## src/hdl/ffpa_ram.sv

```systemverilog
// ----------------------------------------------------------------------------
// Generic simple dual-port RAM
// One write port and one read port with registered read data.
// ----------------------------------------------------------------------------
module ffpa_ram #(
  parameter int unsigned Width = 8,
  parameter int unsigned Depth = 16
) (
  input  logic                     clk_i,
  input  logic                     we_i,
  input  logic [$clog2(Depth)-1:0] waddr_i,
  input  logic [Width-1:0]         wdata_i,
  input  logic [$clog2(Depth)-1:0] raddr_i,
  output logic [Width-1:0]         rdata_o
);

  logic [Width-1:0] mem_q [Depth];

  // Write and registered read.
  always_ff @(posedge clk_i) begin
    if (we_i) begin
      mem_q[waddr_i] <= wdata_i;
    end
    rdata_o <= mem_q[raddr_i];
  end

endmodule

```

## config.mk

```make
export PLATFORM = sky130hd
export DESIGN_NAME = ffpa_ram
export DESIGN_NICKNAME = d
export VERILOG_FILES = /design/src/hdl/ffpa_ram.sv
export SDC_FILE = /design/constraint.sdc
export NUM_CORES = 1
export LEC_CHECK = 0
export ABC_AREA = 0
export BUFFER_PORTS_ARGS = -buffer_cell sky130_fd_sc_hd__buf_2
export CAP_MARGIN = 30
export CELL_PAD_IN_SITES_DETAIL_PLACEMENT = 0
export CELL_PAD_IN_SITES_GLOBAL_PLACEMENT = 1
export CORE_MARGIN = 1
export CORE_UTILIZATION = 53
export DETAILED_ROUTE_END_ITERATION = 10
export HOLD_SLACK_MARGIN = 0.12
export PLACE_DENSITY_LB_ADDON = 0.1
export SLEW_MARGIN = 5
export SYNTH_ARGS = -nofsm -noshare
export SYNTH_HDL_FRONTEND = slang
export SYNTH_SLANG_ARGS = --single-unit
```

## constraint.sdc

```tcl
create_clock -name clk_i -period 3 [get_ports clk_i]
set_clock_uncertainty 0.1 [all_clocks]
set_input_delay 0 -clock clk_i [delete_from_list [all_inputs] [get_ports clk_i]]
set_output_delay 0 -clock clk_i [all_outputs]
set_load 0.01 [all_outputs]
```

* After elaboration in Yosys (flattened, before gate mapping)
Memories as Yosys holds them, arrays and structs flattened. A register that Yosys moved wholly into a read port is not among the register bits.
Cells that the tools add are included.
** Storage, ports and cells
- Bits in writable memories :: 128
- Input bits :: 18
- Logic and storage cells :: 3
- Memories kept :: 1
- Output and inout bits :: 8
- Register bits after elaboration :: 0
** Memory list
- mem_q :: depth 16, bits a word 8, rd ports 1, clocked after Yosys merged registers in 1, wr ports 1, RTL line 17 : logic [Width-1:0] mem_q [Depth];
** Operators by class
- Multiplexer cells :: 2
** Operator list (count)
- $mux 1 :: 2

* Depth between registers and ports, before layout
Gate-level depths: netlist of the first run.
- Depth in word-level cells :: 2
- Depth in mapped cells :: 5
- Gate-level depth less buffers :: 3

* Worst setup path before layout of the first run
Ideal clock, no wire load.
- Path type :: in2reg
- Start :: in waddr_i[2]
- End :: mem mem_q[0][0], enable pin
- Stages :: 2
- Data required time :: 2517 ps
- Arrival time :: 1110 ps
- Library setup time :: 383 ps
- Setup slack :: 1407 ps
- Path buffers :: 0
- Cells stage by stage :: or3b_2 -> nor3_1
** RTL lines
- from (decl) :: RTL line 11 : input logic [$clog2(Depth)-1:0] waddr_i,
- to (decl) :: RTL line 17
No word-level cell before the write port.

* Final worst setup path of the first run
- Start :: in waddr_i[3]
- End :: mem mem_q[6][4], enable pin
No word-level cell before the write port.

==> impl_metrics.prom, run 1 <==
# TYPE chip_impl_metric gauge
chip_impl_info{name="outcome",value="finished, final reports clean"} 1
chip_impl_metric{name="worst_skew_pair.late_latency",unit="ns"} 0.51
chip_impl_metric{name="multi_input_comb_area",unit="um2"} 1060
chip_impl_info{name="netlist.top_cell.by_area",value="edfxtp_1"} 1
chip_impl_metric{name="ys_types",unit=""} 19
chip_impl_metric{name="grt_util_met1",unit=""} 0.298
chip_impl_metric{name="final-setup-viol-count",unit=""} 0
chip_impl_metric{name="effective_utilization_at_floorplan",unit=""} 0.552
chip_impl_metric{name="design.final.nets",unit=""} 308
chip_impl_metric{name="syn-mean-instance-area",unit="um2"} 22.5
chip_impl_metric{name="cts_htree_levels",unit=""} 4
chip_impl_info{name="cell_seen_most_often_among_critical_path_stages",value="dlygate4sd3_1"} 1
chip_impl_metric{name="detailedPlacementHpwl",unit="um"} 5720
chip_impl_metric{name="hold_ws",unit="ns"} 0.206
chip_impl_metric{name="drive_above_1_share",unit=""} 0.264
chip_impl_metric{name="netlist_instances",unit=""} 229
chip_impl_metric{name="totalPowerFinal",unit="W"} 0.00431
chip_impl_info{name="crit_type",value="input port to flop"} 1
chip_impl_metric{name="cellLeakagePower",unit="nW"} 2.09
chip_impl_metric{name="average_routed_wire_per_standard_cell",unit="um"} 21.8
chip_impl_metric{name="area_delta_synth_final",unit="%"} 20.2
chip_impl_metric{name="dr.pass1.iters",unit=""} 5
chip_impl_metric{name="cts-buffers-inserted",unit=""} 17
chip_impl_metric{name="cap_viol_max_count",unit=""} 0
chip_impl_metric{name="required",unit="ns"} 3.03
chip_impl_metric{name="diodes",unit=""} 0
chip_impl_metric{name="first_global_vias",unit=""} 2463
chip_impl_metric{name="worst-endpoint-arrival",unit="ns"} 2.08
chip_impl_metric{name="core",unit="um2"} 9330
chip_impl_metric{name="drcViolationCount",unit=""} 0
chip_impl_info{name="critical_path.cell_chain",value="dlygate4sd3_1 -> buf_2 -> nand3b_1 -> dlygate4sd3_1 -> nor2_1"} 1
chip_impl_metric{name="max_slew_margin",unit=""} 0.392
chip_impl_metric{name="clkSlewWorstSetupHoldPaths",unit="ns"} 0.06
chip_impl_metric{name="synth_top_area_frac",unit=""} 0.747
chip_impl_metric{name="grtUsageTotal",unit=""} 0.211
chip_impl_metric{name="rows",unit=""} 35
chip_impl_metric{name="smallest_setup_slack_after_layout",unit="ns"} 0.959
chip_impl_metric{name="area.sequential",unit="um2"} 4000
chip_impl_metric{name="final.setup.tns",unit="ns"} 0
chip_impl_metric{name="number_of_port_buffers",unit=""} 25
chip_impl_metric{name="globalRouteMet2Util",unit=""} 0.327
chip_impl_metric{name="drt_first_iter_violations",unit=""} 160
chip_impl_metric{name="finalCriticalPeriod",unit="ns"} 2.04
chip_impl_metric{name="maximum_number_of_pins_on_one_net_before_global_route_repair",unit=""} 33
chip_impl_metric{name="cts_buffer_depth",unit=""} 2
chip_impl_metric{name="yosys_warnings",unit=""} 0
chip_impl_metric{name="drt-total-wl",unit="um"} 9420
chip_impl_metric{name="fillerInstances",unit=""} 603
chip_impl_metric{name="hold_viol",unit=""} 0
chip_impl_metric{name="timing.final.max_slew_violations",unit=""} 0
chip_impl_info{name="critPathCaptureType",value="flop"} 1
chip_impl_info{name="crit_path_start_kind",value="input port"} 1
chip_impl_metric{name="remaining_overflow_grt",unit=""} 0
chip_impl_metric{name="grt_pass1_wl",unit="um"} 14500
chip_impl_metric{name="crit_path_max_fanout",unit=""} 8
chip_impl_metric{name="detailroute.via_count",unit=""} 2393
chip_impl_metric{name="dp_slack",unit="ns"} 1.13
chip_impl_metric{name="pin_count",unit=""} 26
chip_impl_metric{name="netlist_area",unit="um2"} 5150
chip_impl_metric{name="post_cts_sizing_count",unit=""} 0
chip_impl_info{name="yosys-top-cells-area",value="edfxtp_1 75%, mux4_2 7.9%, mux4_1 7.1%"} 1
chip_impl_info{name="cts.root.buffer_cell",value="clkbuf_8"} 1
chip_impl_metric{name="timing.critical_path.slowest_cell_delay",unit="ns"} 0.63
chip_impl_metric{name="grt_use_met3",unit=""} 0.0485
chip_impl_metric{name="chipHeight",unit="um"} 101
chip_impl_info{name="slowest_stage",value="nor2_1"} 1
chip_impl_metric{name="route.detailed.vias_per_inst",unit=""} 5.54
chip_impl_metric{name="antenna_found_initial",unit=""} 0
chip_impl_metric{name="irDropWorstVdd",unit="uV"} 453
chip_impl_metric{name="horiz_die_dim",unit="um"} 101
chip_impl_info{name="tritoncts",value="done"} 1
chip_impl_metric{name="worst_slew_pin_slew",unit="ns"} 0.909
chip_impl_metric{name="yosys_register_bits",unit=""} 136
chip_impl_metric{name="die-area",unit="um2"} 10100
chip_impl_info{name="grt.busiest_layer",value="met2"} 1
chip_impl_metric{name="power_density",unit="nW/um2"} 696
chip_impl_info{name="rsz_0062_raised_after_global_routing",value="no"} 1
chip_impl_metric{name="mappedNetlistNets",unit=""} 247
chip_impl_metric{name="cts_num_sinks",unit=""} 136
chip_impl_metric{name="fmax",unit="MHz"} 490
chip_impl_metric{name="period_share",unit=""} 0.680
chip_impl_info{name="worst_hold_path_type",value="input port to flop"} 1
chip_impl_metric{name="antenna_left",unit=""} 0
chip_impl_metric{name="finalWeightedCongestion",unit=""} 0.767
chip_impl_metric{name="seq_area_frac_synth",unit=""} 0.778
## placed cells by master, fill, tap and decap left out, types with 2 or more instances in the layout
master,instances
buf_2,25
clkinv_4,2
dlygate4sd3_1,20
nand2b_1,2
mux4_1,14
clkbuf_16,16
nor2_1,13
dfxtp_1,8
edfxtp_1,128
clkbuf_1,2
bufinv_16,2
clkinvlp_4,5
clkbuf_8,3
nand3b_1,2
buf_4,6
a22oi_1,16
nand2_1,9
nor3_1,4
mux4_2,18
## worst paths after layout
path	start	end	slack (ns)	cells after the start
worst max register to register	mem_q[3][4]	rdata_o[4]	1.18	4
worst min-delay path	raddr_i[0]	rdata_o[0]	0.21	4
worst max-delay path	waddr_i[3]	mem_q[6][4]	0.96	5
worst min register to register	mem_q[14][2]	rdata_o[2]	0.57	3
## layer usage
layer / wire (um) / part of all wire / vias to the layer above
li1: - / - / 1094
met1: 4210 / 0.45 / 1197
met2: 4610 / 0.49 / 89
met3: 485 / 0.051 / 13
met4: 114 / 0.012 / 0
met5: 0 / 0 / -
## timing repair
item                                   4_1_cts  5_1_grt
endpoints found under the hold margin      234        0
hold buffers                                20        0
buffers inserted                             0        0
## per-stage QoR
stage           util  instances  area (um2)
5_1_grt        0.663        432        6190
3_3_place_gp   0.579        378        5400
2_1_floorplan      -        229        5150
3_5_place_dp   0.579        379        5410
4_1_cts        0.662        431        6180
6_report       0.663        432        6190
## cell families (layout without fill, tap and decap cells)
logic type / Yosys count / after routing / synth area share
flip-flops: 136 / 136 / 0.778
AND/OR/NAND/NOR: 35 / 35 / 0.0318
multiplexers: 32 / 32 / 0.150
AO/OA/AOI/OAI: 16 / 16 / 0.0233
buffers and inverters: 10 / 84 / 0.0168
## synthesized netlist by cell type
cell type / instances
a22oi_1: 16
and2_1: 1
and2b_1: 1
buf_2: 3
buf_4: 1
buf_6: 3
clkdlybuf4s25_2: 3
dfxtp_1: 8
edfxtp_1: 128
mux4_1: 14
mux4_2: 18
nand2_1: 9
nand2b_1: 2
nand3_1: 1
nand3b_1: 2
nor2_1: 13
nor2b_1: 1
nor3_1: 4
or3b_2: 1
## where the power goes
part | internal [W] | switching, W
sequential | 0.00212 | 0.0000119
clock | 0.00122 | 0.000739
combinational | 0.0000956 | 0.000114
## critical path: cells and delay by family
| family | cells | cell delay, ns |
|---|---|---|
| and+or+nand+nor | 2 | 0.79 |
| buffers and inverters | 3 | 1.28 |
## area by class of cell
| cell class | instances | share of cell area |
|---|---|---|
| Timing Repair Buffer | 52 | 0.0631 |
| Sequential cell | 136 | 0.647 |
| Clock inverter | 11 | 0.0200 |
| Tap cell | 129 | 0.0261 |
| Multi-Input combinational cell | 83 | 0.171 |
| Clock buffer | 21 | 0.0726 |
## sequential cells by signal, indices dropped and copies added (netlist names)
register  count
rdata_o       8
mem_q       128
No activity file was read; power rests on OpenSTA's default activity.
==> inputs of run 2 (changes only) <==
- ABC_AREA: 0 -> 1
- CORE_UTILIZATION: 53 -> 49
- clock period: 3 -> 1.9 ns (I/O delays scaled with it)
==> run 2 against run 1 <==
Compared with the run above: first-iteration DRC count increased by 51%; register-to-register slack lost 0.88 ns; setup slack got worse by 0.76 ns; sequential cell count is the same; synthesized area is 12% higher; final area is 9.1% higher; global-route usage rose by 2.6 points; non-clock buffer count is 4 higher; largest power group unchanged.
==> impl_metrics.prom, run 2 <==
# TYPE chip_impl_metric gauge
chip_impl_metric{name="clkSlewWorstSetupHoldPaths",unit="ns"} 0.05
chip_impl_metric{name="finalCriticalPeriod",unit="ns"} 1.70
chip_impl_info{name="worst_hold_path_type",value="input port to flop"} 1
chip_impl_metric{name="postSynth.asyncResetShare",unit=""} 0
chip_impl_metric{name="combinationalPowerShare",unit=""} 0.063
chip_impl_metric{name="maximum_number_of_pins_on_one_net_before_global_route_repair",unit=""} 49
chip_impl_metric{name="required",unit="ns"} 2.16
chip_impl_metric{name="p_int",unit="W"} 0.00544
chip_impl_metric{name="dp_slack",unit="ns"} 0.387
chip_impl_metric{name="hold_viol",unit=""} 0
chip_impl_metric{name="worst_slew_pin_slew",unit="ns"} 0.701
chip_impl_metric{name="cts_num_sinks",unit=""} 136
chip_impl_metric{name="smallest_setup_slack_after_layout",unit="ns"} 0.203
chip_impl_metric{name="core",unit="um2"} 11500
chip_impl_metric{name="max_ffs_per_register",unit=""} 128
chip_impl_metric{name="cap_viol_max_count",unit=""} 0
chip_impl_info{name="netlist.top_cell.by_area",value="edfxtp_1"} 1
chip_impl_info{name="hold_path_startpoint",value="waddr_i[3]"} 1
chip_impl_metric{name="antenna_found_initial",unit=""} 0
chip_impl_info{name="largest_register",value="mem_q"} 1
chip_impl_metric{name="max_slew_margin",unit=""} 0.531
chip_impl_metric{name="seq_area_frac_synth",unit=""} 0.694
chip_impl_info{name="cts.root.buffer_cell",value="clkbuf_16"} 1
chip_impl_info{name="hold_critical_path_endpoint",value="mem_q[1][3]"} 1
chip_impl_metric{name="worst_skew_pair.late_latency",unit="ns"} 0.41
chip_impl_metric{name="horiz_die_dim",unit="um"} 110
chip_impl_metric{name="effective_utilization_at_floorplan",unit=""} 0.503
chip_impl_info{name="layout_common_cells",value="173 x nand2_1, 128 x edfxtp_1, 99 x inv_1, 97 x nand3_1, 25 x buf_2"} 1
chip_impl_info{name="yosysMostFrequentCell",value="nand2_1"} 1
chip_impl_metric{name="first_global_vias",unit=""} 3720
chip_impl_metric{name="cts_buffer_depth",unit=""} 2
chip_impl_metric{name="yosys_register_bits",unit=""} 136
chip_impl_metric{name="ys_types",unit=""} 12
chip_impl_metric{name="drt-total-wl",unit="um"} 13400
chip_impl_metric{name="diodes",unit=""} 0
chip_impl_metric{name="synth_top_area_frac",unit=""} 0.667
chip_impl_metric{name="grt_pass1_wl",unit="um"} 20900
chip_impl_info{name="largest_registers",value="mem_q (128), rdata_o (8)"} 1
chip_impl_info{name="crit_path_start_kind",value="input port"} 1
chip_impl_info{name="crit_type",value="input port to flop"} 1
chip_impl_metric{name="final.setup.tns",unit="ns"} 0
chip_impl_metric{name="power_density",unit="nW/um2"} 1020
chip_impl_info{name="critPathCaptureType",value="flop"} 1
chip_impl_metric{name="drt_first_iter_violations",unit=""} 242
chip_impl_metric{name="syn-mean-instance-area",unit="um2"} 10.5
chip_impl_metric{name="finalWeightedCongestion",unit=""} 0.769
chip_impl_metric{name="pwr-share-seq",unit=""} 0.490
chip_impl_metric{name="detailroute.via_count",unit=""} 3794
chip_impl_metric{name="cts_htree_levels",unit=""} 4
chip_impl_info{name="rsz_0062_raised_after_global_routing",value="no"} 1
chip_impl_metric{name="design.final.nets",unit=""} 620
chip_impl_info{name="timing.rr.end",value="rdata_o[5]"} 1
chip_impl_metric{name="timing.reg2reg.setup_slack",unit="ns"} 0.30
chip_impl_metric{name="final_cell_area",unit="um2"} 6750
chip_impl_metric{name="area_delta_synth_final",unit="%"} 17.0
chip_impl_metric{name="timing.final.max_slew_violations",unit=""} 0
chip_impl_metric{name="drcViolationCount",unit=""} 0
chip_impl_metric{name="worst-endpoint-arrival",unit="ns"} 1.95
chip_impl_metric{name="route.detailed.vias_per_inst",unit=""} 5.01
chip_impl_metric{name="postPlaceCellArea",unit="um2"} 6060
chip_impl_metric{name="detailedPlacementHpwl",unit="um"} 8160
chip_impl_info{name="timing.rr.start",value="mem_q[10][5]"} 1
chip_impl_info{name="postSynth.topFlopCell",value="edfxtp_1"} 1
chip_impl_metric{name="drive_above_1_share",unit=""} 0.120
chip_impl_metric{name="hold_path_depth",unit=""} 4
chip_impl_info{name="yosys-top-cells-area",value="edfxtp_1 67%, nand2_1 11%, nand3_1 8.4%"} 1
chip_impl_info{name="outcome",value="finished, final reports clean"} 1
chip_impl_metric{name="average_routed_wire_per_standard_cell",unit="um"} 17.6
chip_impl_metric{name="p_clk_frac",unit=""} 0.447
chip_impl_metric{name="netSwitchingFraction",unit=""} 0.211
chip_impl_info{name="synthTopCellsByCount",value="173 x nand2_1, 128 x edfxtp_1, 100 x inv_1"} 1
chip_impl_metric{name="synth_edf_count",unit=""} 128
chip_impl_metric{name="number_of_port_buffers",unit=""} 25
chip_impl_metric{name="dr.pass1.iters",unit=""} 5
chip_impl_metric{name="worst-r2r-cell-count",unit=""} 7
chip_impl_metric{name="cts-buffers-inserted",unit=""} 17
chip_impl_metric{name="rows",unit=""} 39
chip_impl_metric{name="final-setup-viol-count",unit=""} 0
chip_impl_metric{name="irDropWorstVdd",unit="uV"} 777
chip_impl_metric{name="yosys_warnings",unit=""} 0
chip_impl_metric{name="die-area",unit="um2"} 12200
chip_impl_metric{name="antenna_left",unit=""} 0
chip_impl_metric{name="fmax",unit="MHz"} 589
chip_impl_info{name="commonest_non_fill_non_tap_cell_in_the_layout",value="nand2_1"} 1
chip_impl_metric{name="grtUsageTotal",unit=""} 0.238
chip_impl_metric{name="cellLeakagePower",unit="nW"} 2.94
chip_impl_metric{name="power.net_switching",unit="W"} 0.00146
chip_impl_metric{name="netlist_instances",unit=""} 551
chip_impl_metric{name="crit_path_max_fanout",unit=""} 16
chip_impl_metric{name="mappedNetlistNets",unit=""} 569
chip_impl_metric{name="period_share",unit=""} 0.893
chip_impl_metric{name="chipHeight",unit="um"} 110
chip_impl_metric{name="pin_count",unit=""} 26
chip_impl_metric{name="netlist_area",unit="um2"} 5770
chip_impl_metric{name="remaining_overflow_grt",unit=""} 0
chip_impl_info{name="tritoncts",value="done"} 1
## run 2: cell count changes after synthesis, sizes merged, moves of 2 or more
cell / previous run / this run
nor3: 4 / 0
clkdlybuf4s25: 3 / 0
mux4: 32 / 0
a22oi: 16 / 0
nand3: 1 / 97
nand2b: 2 / 0
inv: 0 / 102
buf: 7 / 24
nor2: 13 / 17
nand2: 9 / 173
## run 2: cell type report
cell class	instances	area [um2]
clock inverters	2	10.0
clock buffers	30	554
multi-input cells	289	1210
inverters	102	387
well taps	143	179
fillers	984	4720
repair buffers	56	400
flip-flops and latches	136	4000
## run 2: power by group through the flow
stage / sequential [W] / clock, W / combinational [W]
after detailed placement: 0.00344 / 0 / 0.000421
after global placement: 0.00344 / 0 / 0.000419
after global routing: 0.00338 / 0.00327 / 0.000487
after floorplan: 0.00344 / 0 / 0.000237
final: 0.00338 / 0.00308 / 0.000436
after CTS: 0.00338 / 0.00312 / 0.000441
## run 2: through the flow
step	std cells	utilization	total power (W)	hold WS (ns)
final	758	0.588	0.00689	0.126
after CTS	758	0.588	0.00694	0.120
after global placement	714	0.528	0.00385	0.274
after detailed placement	714	0.528	0.00386	0.269
after global routing	758	0.588	0.00713	0.176
after floorplan	551	-	0.00368	-0.00113
## run 2: timing repair
item	in CTS	in global routing
setup endpoints to repair	0	1
hold endpoints to repair	168	0
hold buffers	12	0
setup buffers	0	0
gates resized for setup	0	1
## run 2: critical path, stage by stage
cell and delay [ns]:
dlygate4sd3_1 0.53, buf_2 0.15, clkinvlp_4 0.31, nand3_1 0.23, nand3_1 0.09, dlygate4sd3_1 0.57, nand2_1 0.06
## run 2: worst max-delay path by stage
stage	start	end	slack, ns
after floorplan	waddr_i[2]	mem_q[10][0]	0.85
after global placement	raddr_i[0]	rdata_o[6]	0.39
after detailed placement	raddr_i[0]	rdata_o[2]	0.39
after CTS	raddr_i[2]	rdata_o[5]	0.08
after global routing	raddr_i[2]	rdata_o[5]	0.11
final	raddr_i[2]	rdata_o[5]	0.20
## run 2: logic make-up after synthesis
logic type,Yosys count,synth area share
buffers and inverters,126,0.0952
flip-flops,136,0.694
AND/OR/NAND/NOR,289,0.210
## run 2: per-layer routing
layer	GRT usage	vias up	routed length (um)
li1	-	1874	-
met1	0.326	1797	6030
met2	0.371	109	6520
met3	0.0549	14	669
met4	0.0871	0	157
met5	0	-	0
==> inputs of run 3 (changes only) <==
- CELL_PAD_IN_SITES_DETAIL_PLACEMENT: 0 -> 2
- CELL_PAD_IN_SITES_GLOBAL_PLACEMENT: 1 -> 2
- CORE_UTILIZATION: 49 -> 40
- clock period: 1.9 -> 1.71 ns (I/O delays scaled with it)
==> run 3 against run 2 <==
Compared with the run above: via count rose by 6.5%; setup slack got worse by 0.076 ns; power rose by 13%; core utilization fell by 9.9 points; die area rose by 22%; sequential share of layout area fell by 0.91 points; first-iteration DRC count fell by 11%; combinational power rose by 21%; critical path depth did not move; sequential cell count did not move; final area rose by 1.6%; non-clock buffer count rose by 6; largest cell class unchanged; highest routed layer unchanged.
==> impl_metrics.prom, run 3 (same netlist as run 2, synthesis figures left out) <==
# TYPE chip_impl_metric gauge
chip_impl_info{name="outcome",value="finished, final reports clean"} 1
chip_impl_metric{name="average_routed_wire_per_standard_cell",unit="um"} 21.1
chip_impl_metric{name="crit_path_max_fanout",unit=""} 1
chip_impl_metric{name="cts-buffers-inserted",unit=""} 17
chip_impl_info{name="largest_register",value="mem_q"} 1
chip_impl_metric{name="area_delta_synth_final",unit="%"} 18.8
chip_impl_metric{name="cts_buffer_depth",unit=""} 2
chip_impl_metric{name="hold_viol",unit=""} 0
chip_impl_metric{name="worst-r2r-cell-count",unit=""} 7
chip_impl_metric{name="period_share",unit=""} 0.926
chip_impl_metric{name="drt_first_iter_violations",unit=""} 216
chip_impl_metric{name="rows",unit=""} 43
chip_impl_metric{name="chipHeight",unit="um"} 122
chip_impl_metric{name="number_of_port_buffers",unit=""} 25
chip_impl_metric{name="cellLeakagePower",unit="nW"} 2.98
chip_impl_info{name="crit_path_start_kind",value="flop"} 1
chip_impl_metric{name="grtUsageTotal",unit=""} 0.251
chip_impl_metric{name="final-setup-viol-count",unit=""} 0
chip_impl_metric{name="drive_above_1_share",unit=""} 0.126
chip_impl_metric{name="fmax",unit="MHz"} 632
chip_impl_metric{name="dr.pass1.iters",unit=""} 4
chip_impl_metric{name="cts_htree_levels",unit=""} 4
chip_impl_metric{name="fillerInstances",unit=""} 1455
chip_impl_metric{name="remaining_overflow_grt",unit=""} 0
chip_impl_metric{name="horiz_die_dim",unit="um"} 122
chip_impl_info{name="worst_hold_path_type",value="input port to flop"} 1
chip_impl_info{name="critPathCaptureType",value="flop"} 1
chip_impl_metric{name="max_slew_margin",unit=""} 0.594
chip_impl_metric{name="cap_viol_max_count",unit=""} 0
chip_impl_metric{name="timing.reg2reg.setup_slack",unit="ns"} 0.13
chip_impl_metric{name="die-area",unit="um2"} 14900
chip_impl_info{name="tritoncts",value="done"} 1
chip_impl_metric{name="smallest_setup_slack_after_layout",unit="ns"} 0.127
chip_impl_metric{name="drt-total-wl",unit="um"} 16900
chip_impl_metric{name="max_ffs_per_register",unit=""} 128
chip_impl_metric{name="drcViolationCount",unit=""} 0
chip_impl_metric{name="worst_skew_pair.late_latency",unit="ns"} 0.42
chip_impl_metric{name="diodes",unit=""} 0
chip_impl_metric{name="design.final.nets",unit=""} 626
chip_impl_info{name="largest_registers",value="mem_q (128), rdata_o (8)"} 1
chip_impl_metric{name="timing.final.max_slew_violations",unit=""} 0
chip_impl_metric{name="grt_pass1_wl",unit="um"} 25800
chip_impl_metric{name="clkSlewWorstSetupHoldPaths",unit="ns"} 0.06
chip_impl_info{name="timing.rr.start",value="mem_q[8][4]"} 1
chip_impl_metric{name="route.detailed.vias_per_inst",unit=""} 5.05
chip_impl_metric{name="finalCriticalPeriod",unit="ns"} 1.58
chip_impl_metric{name="hold_ws",unit="ns"} 0.101
chip_impl_metric{name="effective_utilization_at_floorplan",unit=""} 0.412
chip_impl_metric{name="detailroute.via_count",unit=""} 4042
chip_impl_metric{name="first_global_vias",unit=""} 4364
chip_impl_metric{name="multi_input_comb_area",unit="um2"} 1210
chip_impl_metric{name="cts.repair_timing.setup_buffer_count",unit=""} 0
chip_impl_info{name="rsz_0062_raised_after_global_routing",value="no"} 1
chip_impl_info{name="endpoint_of_the_most_critical_setup_path",value="rdata_o[4]"} 1
chip_impl_metric{name="power_density",unit="nW/um2"} 1130
chip_impl_metric{name="worst-endpoint-arrival",unit="ns"} 1.79
chip_impl_info{name="timing.rr.end",value="rdata_o[4]"} 1
chip_impl_metric{name="antenna_found_initial",unit=""} 0
chip_impl_metric{name="worst_slew_pin_slew",unit="ns"} 0.608
chip_impl_metric{name="core",unit="um2"} 14000
chip_impl_info{name="layout_common_cells",value="173 x nand2_1, 128 x edfxtp_1, 100 x inv_1, 97 x nand3_1, 25 x buf_2"} 1
chip_impl_metric{name="detailedPlacementHpwl",unit="um"} 10700
chip_impl_metric{name="irDropWorstVdd",unit="uV"} 648
chip_impl_info{name="crit_type",value="flop to flop"} 1
chip_impl_metric{name="finalWeightedCongestion",unit=""} 0.737
chip_impl_info{name="cts.root.buffer_cell",value="clkbuf_16"} 1
chip_impl_info{name="startpoint",value="mem_q[8][4]"} 1
chip_impl_metric{name="pin_count",unit=""} 26
chip_impl_metric{name="dp_slack",unit="ns"} 0.226
chip_impl_metric{name="area.sequential",unit="um2"} 4000
chip_impl_metric{name="antenna_left",unit=""} 0
chip_impl_metric{name="final.setup.tns",unit="ns"} 0
chip_impl_metric{name="cts_num_sinks",unit=""} 136
chip_impl_info{name="commonest_non_fill_non_tap_cell_in_the_layout",value="nand2_1"} 1
chip_impl_metric{name="required",unit="ns"} 1.92
chip_impl_metric{name="maximum_number_of_pins_on_one_net_before_global_route_repair",unit=""} 65
## run 3: area by class of cell
| class | instances | area share |
|---|---|---|
| tap | 180 | 0.0329 |
| clock buffer | 24 | 0.0718 |
| timing repair buffer | 62 | 0.0679 |
| multi-input combinational | 289 | 0.177 |
| sequential | 136 | 0.584 |
| inverter | 102 | 0.0559 |
| clock inverter | 8 | 0.0102 |
## run 3: through the flow
step / util / power, W / area, um2 / instances
detailed placement: 0.439 / 0.00433 / 6140 / 754
CTS: 0.490 / 0.00783 / 6850 / 801
floorplan: - / 0.00409 / 5770 / 551
global placement: 0.439 / 0.00430 / 6140 / 754
finish: 0.490 / 0.00776 / 6850 / 801
global route: 0.490 / 0.00801 / 6850 / 801
## run 3: how the worst min path moves through the flow
stage / cells past startpoint / startpoint / to
2_1_floorplan: 0 / wdata_i[0] / mem_q[0][0]
3_3_place_gp: 3 / raddr_i[3] / rdata_o[4]
3_5_place_dp: 3 / raddr_i[3] / rdata_o[4]
4_1_cts: 6 / raddr_i[1] / rdata_o[2]
5_1_grt: 6 / raddr_i[1] / rdata_o[2]
6_report: 6 / raddr_i[1] / rdata_o[2]
## run 3: what timing repair did
| item | 4_1_cts | 5_1_grt |
|---|---|---|
| gates resized for setup | 0 | 0 |
| hold buffers | 15 | 0 |
| hold endpoints to repair | 139 | 0 |
## run 3: report_power, final
part	internal [W]	leakage, nW	switching, W
sequential	0.00373	1.22	0.0000261
clock	0.00214	0.276	0.00134
combinational	0.000159	1.48	0.000369
total	0.00603	2.98	0.00173
## run 3: routing by layer
layer / up-vias / wire length (um) / GRT usage
li1: 1885 / - / -
met1: 2046 / 7320 / 0.312
met2: 82 / 8610 / 0.421
met3: 29 / 519 / 0.0482
met4: 0 / 492 / 0.119
met5: - / 0 / 0
## run 3: critical path: stages (launching register included)
cell and delay [ns]:
edfxtp_1 0.37, inv_1 0.07, nand2_1 0.05, nand3_1 0.08, nand3_1 0.08, nand3_1 0.11
dlygate4sd3_1 0.56, nand2_1 0.05
